## src/hdl/htsd_pkg.sv

```systemverilog
`timescale 1ns / 1ps
`default_nettype none

package htsd_pkg;

    localparam int MAX_NODES        = 511;
    localparam int HEADER_BYTES     = 8;
    localparam int MAX_OUTPUT_BYTES = 16777216;
    localparam int MAX_INPUT_BYTES  = 16777215;
    localparam int LEAF_REC_BITS    = 9;
    localparam int INT_REC_BITS     = 21;
    localparam int REC_BITS_NUM     = 21;
    localparam int SIZE_SLACK       = 16;

    localparam logic [1:0] KIND_SYMBOL = 2'd0;
    localparam logic [1:0] KIND_DONE   = 2'd1;
    localparam logic [1:0] KIND_ERROR  = 2'd2;

    localparam logic [3:0] ERR_LENGTH    = 4'd0;
    localparam logic [3:0] ERR_SIZE      = 4'd1;
    localparam logic [3:0] ERR_COUNT     = 4'd2;
    localparam logic [3:0] ERR_ROOT      = 4'd3;
    localparam logic [3:0] ERR_SANITY    = 4'd4;
    localparam logic [3:0] ERR_EVEN_LINK = 4'd5;
    localparam logic [3:0] ERR_LINK_RNG  = 4'd6;
    localparam logic [3:0] ERR_INT_COUNT = 4'd7;
    localparam logic [3:0] ERR_BAD_TREE  = 4'd8;
    localparam logic [3:0] ERR_SHORT     = 4'd9;
    localparam logic [3:0] ERR_EXHAUSTED = 4'd10;
    localparam logic [3:0] ERR_GUARD     = 4'd11;

    typedef struct packed {
        logic [1:0] kind;
        logic [7:0] symbol;
        logic [3:0] code;
    } result_t;

    typedef struct packed {
        logic emit;
        logic flush;
    } rb_ctrl_t;

endpackage

`default_nettype wire

```

## src/hdl/htsd_result_buf.sv

```systemverilog
`timescale 1ns / 1ps
`default_nettype none

module htsd_result_buf
    import htsd_pkg::*;
(
    input  wire logic     aclk,
    input  wire logic     aresetn,
    input  wire rb_ctrl_t ctrl,
    input  wire result_t  res,
    output logic          stall,
    output logic          m_valid,
    input  wire logic     m_ready,
    output logic [1:0]    m_kind,
    output logic [7:0]    m_symbol,
    output logic [3:0]    m_error_code,
    output logic          m_last
);

    logic    pend_valid_reg, pend_valid_next;
    result_t pend_reg;
    logic    out_valid_reg, out_valid_next;
    result_t out_reg;
    logic    out_last_reg;
    logic    push;
    logic    out_free;

    // newest result is held back until we know whether it closes the byte
    assign push     = (ctrl.emit || ctrl.flush) && pend_valid_reg;
    assign out_free = !out_valid_reg || m_ready;
    assign stall    = push && !out_free;

    always_comb begin
        out_valid_next  = out_valid_reg && !m_ready;
        pend_valid_next = pend_valid_reg;
        if (push && out_free) begin
            out_valid_next = 1'b1;
        end
        if (!stall) begin
            if (ctrl.emit) begin
                pend_valid_next = 1'b1;
            end else if (ctrl.flush) begin
                pend_valid_next = 1'b0;
            end
        end
    end

    always_ff @(posedge aclk) begin
        if (!aresetn) begin
            pend_valid_reg <= 1'b0;
            out_valid_reg  <= 1'b0;
        end else begin
            pend_valid_reg <= pend_valid_next;
            out_valid_reg  <= out_valid_next;
        end
    end

    always_ff @(posedge aclk) begin
        if (push && out_free) begin
            out_reg      <= pend_reg;
            out_last_reg <= ctrl.flush;
        end
        if (!stall && ctrl.emit) begin
            pend_reg <= res;
        end
    end

    assign m_valid      = out_valid_reg;
    assign m_kind       = out_reg.kind;
    assign m_symbol     = out_reg.symbol;
    assign m_error_code = out_reg.code;
    assign m_last       = out_last_reg;

endmodule

`default_nettype wire

```

## config.mk

```make
export PLATFORM = sky130hd
export DESIGN_NAME = htsd_result_buf
export DESIGN_NICKNAME = d
export VERILOG_FILES = /design/src/hdl/htsd_pkg.sv /design/src/hdl/htsd_result_buf.sv
export SDC_FILE = /design/constraint.sdc
export NUM_CORES = 1
export LEC_CHECK = 0
export BUFFER_PORTS_ARGS = -buffer_cell sky130_fd_sc_hd__buf_2
export CAP_MARGIN = 20
export CORE_MARGIN = 2
export CORE_UTILIZATION = 46
export DETAILED_ROUTE_END_ITERATION = 10
export PLACE_DENSITY = 0.75
export SYNTH_ARGS = -nofsm -noshare
export SYNTH_HDL_FRONTEND = slang
export SYNTH_SLANG_ARGS = --single-unit
```

## constraint.sdc

```tcl
create_clock -name aclk -period 2.1 [get_ports aclk]
set_clock_uncertainty 0.15 [all_clocks]
set_input_delay 0.42 -clock aclk [delete_from_list [all_inputs] [get_ports aclk]]
set_output_delay 0.42 -clock aclk [all_outputs]
set_load 0.03 [all_outputs]
```

==> impl_results.md <==
- H-tree Lvls: 2
- Largest net degree at the start of global routing: 16
- Critical Path Start Type: flip-flop
- # fillers: 165
- Total core area: 1960 um^2
- Ant diodes: 0
- Syn nets: 60
- # setup viols final: 0
- Crit path max fanout: 3
- Die ar.: 2480 um^2
- Post-synthesis sequential area ratio: 94.3%
- Unique masters post-synth: 11
- Area leader, netlist: edfxtp_1
- Vias: 491
- Top-area cell type share of the netlist area: 90.2%
- Post-synth top cells: 29 x edfxtp_1, 2 x dfxtp_1, 2 x nor2_1
- Slowest cell delay on critical path: 0.36 ns
- Status: finished, final reports clean
- Ports: 36
- Crit share post-route: 78.9%
- Fmax: 603 MHz
- RSZ-0062 raised after global routing: no
- CTS Buffer Depth: 2
- Warnings, synthesis: 0
- Leak Pwr: 0.494 nW
- Worst slew margin: 86.0%
- Hold Path Cell Cnt: 1
- Root Buffer Master: clkbuf_4
- Clk slew on worst S/H paths: 0.09 ns
- Predominant post-synthesis flop cell: edfxtp_1
- Final #Nets: 104
- Worst-Skew Late Latency: 0.32 ns
- Util after Layout: 63.6%
- Grt ovf: 0
- RD Place Congestion: 0.707
- Synthesized instance count: 41
- PortBufs: 35
- First-pass detailed-route iteration total: 4
- Slew Limit Fails: 0
- Maximum VDD drop: 0.000506 V
- Setup crit end kind: output pin
- R2R Setup Slk: 0.76 ns
- Setup CP Type: reg2out
- Final WL: 1350 um
- DR iter-0 viols: 8
- Worst hold path endpoint: pend_reg[4]
- First-pass GRT wire length: 2130 um
- Initial antenna violation count: 0
- Vias in the first global route: 489
- Synth async-reset ratio: 0%
- Worst slew pin tran: 0.209 ns
- Clk sinks: 31
- Data arrival, critical path: 1.09 ns
- Most common cell in the netlist: edfxtp_1
- CP cell instances: o21ai_1, nor2_1, buf_2
- Hold path start: res[4]
- Final Hold Viols: 0
- Routed WL per cell: 11.9 um
- Top post-synthesis cells by area: edfxtp_1 90%, dfxtp_1 4.1%, and2b_2 0.91%
- Post-CTS Hold Fix Bufs: 0
- Maxcap violations: 0
- Num CTS Buffers: 5
- Row count: 16
- Die Y-Extent: 49.8 um
- Synthesized cell area: 966 um^2
- R2R depth: 3
- Pwr/cell area: 902 nW/um^2
- Avg Cell Area, Syn: 23.6 um^2
- Die span in x: 49.8 um
- Initial Util: 49.2%
- Setup Buffers After CTS: 0
- FF+latch count, synth: 31
- Reg-to-reg startpoint: m_valid
- PostCTS Resize Cnt: 0
- Share of cells above drive strength 1: 53.5%
- Critical path's slowest cell: dfxtp_1
- Worst R2R End: pend_reg[12]
- GRT Overall Usage: 13.2%
- Post-route DRC violation count: 0
- CP required: 1.53 ns
- Max FFs per register: 14
- DRT antenna net count: 0
- Worst min path class: in2reg
- CTS tree: yes
- Vias per inst: 4.35
- Period minus WS final: 1.66 ns
- P&R area growth vs syn: 29.1%
- Post-synth EDFFs: 29
- Setup TNS: 0 ns
## power by group
part | internal, mW | switching [mW] | leakage [nW]
sequential | 0.712 | 0.00830 | 0.292
combinational | 0.0269 | 0.0530 | 0.174
clock | 0.128 | 0.197 | 0.0272
total | 0.866 | 0.258 | 0.494
## worst max-delay path by stage
| stage | from | endpoint | depth (start not counted) |
|---|---|---|---|
| 3_5_place_dp | m_ready | stall | 4 |
| 4_1_cts | pend_valid_reg | stall | 3 |
| 3_3_place_gp | m_ready | pend_reg[13] | 4 |
| 6_report | pend_valid_reg | stall | 3 |
| 2_1_floorplan | m_valid | pend_reg[0] | 2 |
| 5_1_grt | pend_valid_reg | stall | 3 |
## final cells by class
type                       count  area, um^2  share of cell area (%)
sequential                    31         911                    73.0
timing repair buffer          37         190                    15.2
multi-input combinational      9        51.3                    4.11
clock buffer                   5        37.5                    3.01
tap                           27        33.8                    2.71
clock inverter                 3        20.0                    1.60
inverter                       1        3.75                   0.301
## cells in the final DEF, fill, tap and decap left out
cell type,netlist,routed
inv_1,1,1
dfxtp_1,2,2
a21boi_0,1,1
nand2b_1,1,1
buf_4,0,2
buf_2,0,35
a21oi_1,1,1
clkinvlp_4,0,2
clkbuf_4,0,5
nor2_1,2,2
and2b_2,1,1
edfxtp_1,29,29
clkinv_2,0,1
a31oi_1,1,1
o21ai_0,1,1
o21ai_1,1,1
## cell families (layout without fill, tap and decap cells)
family / Yosys count / after routing / share of synthesized area (%)
buffers and inverters: 1 / 46 / 0.388
AND/OR/NAND/NOR: 4 / 4 / 2.33
flip-flops: 31 / 31 / 94.3
AO/OA/AOI/OAI: 5 / 5 / 2.98
## worst max-delay path: cells and delay by family, from the launching register on
family,cells,cell delay [ns]
DFF,1,0.36
buffers and inverters,1,0.20
AOI/OAI and AO/OA,1,0.11
and+or+nand+nor,1,0.09
## through the flow
stage | std cells | power, mW | hold WS, ns | area (um^2) | setup WS (ns)
3_5_place_dp | 105 | 0.816 | 0.255 | 1190 | 0.540
2_1_floorplan | 41 | 0.777 | 0.250 | 966 | 0.164
5_1_grt | 113 | 1.18 | 0.0845 | 1250 | 0.369
6_report | 113 | 1.12 | 0.112 | 1250 | 0.443
4_1_cts | 113 | 1.14 | 0.0947 | 1250 | 0.422
3_3_place_gp | 105 | 0.812 | 0.251 | 1190 | 0.568
## per-layer routing
layer  vias up  part of all wire, %  global-route usage [%]
met4         0                  3.0                    9.72
met2        25                   52                    20.4
met3         5                  9.1                    7.27
met5         -                    0                       0
met1       215                   35                    13.1
li1        246                    -                       -
Power figures use the tool's default switching activity.
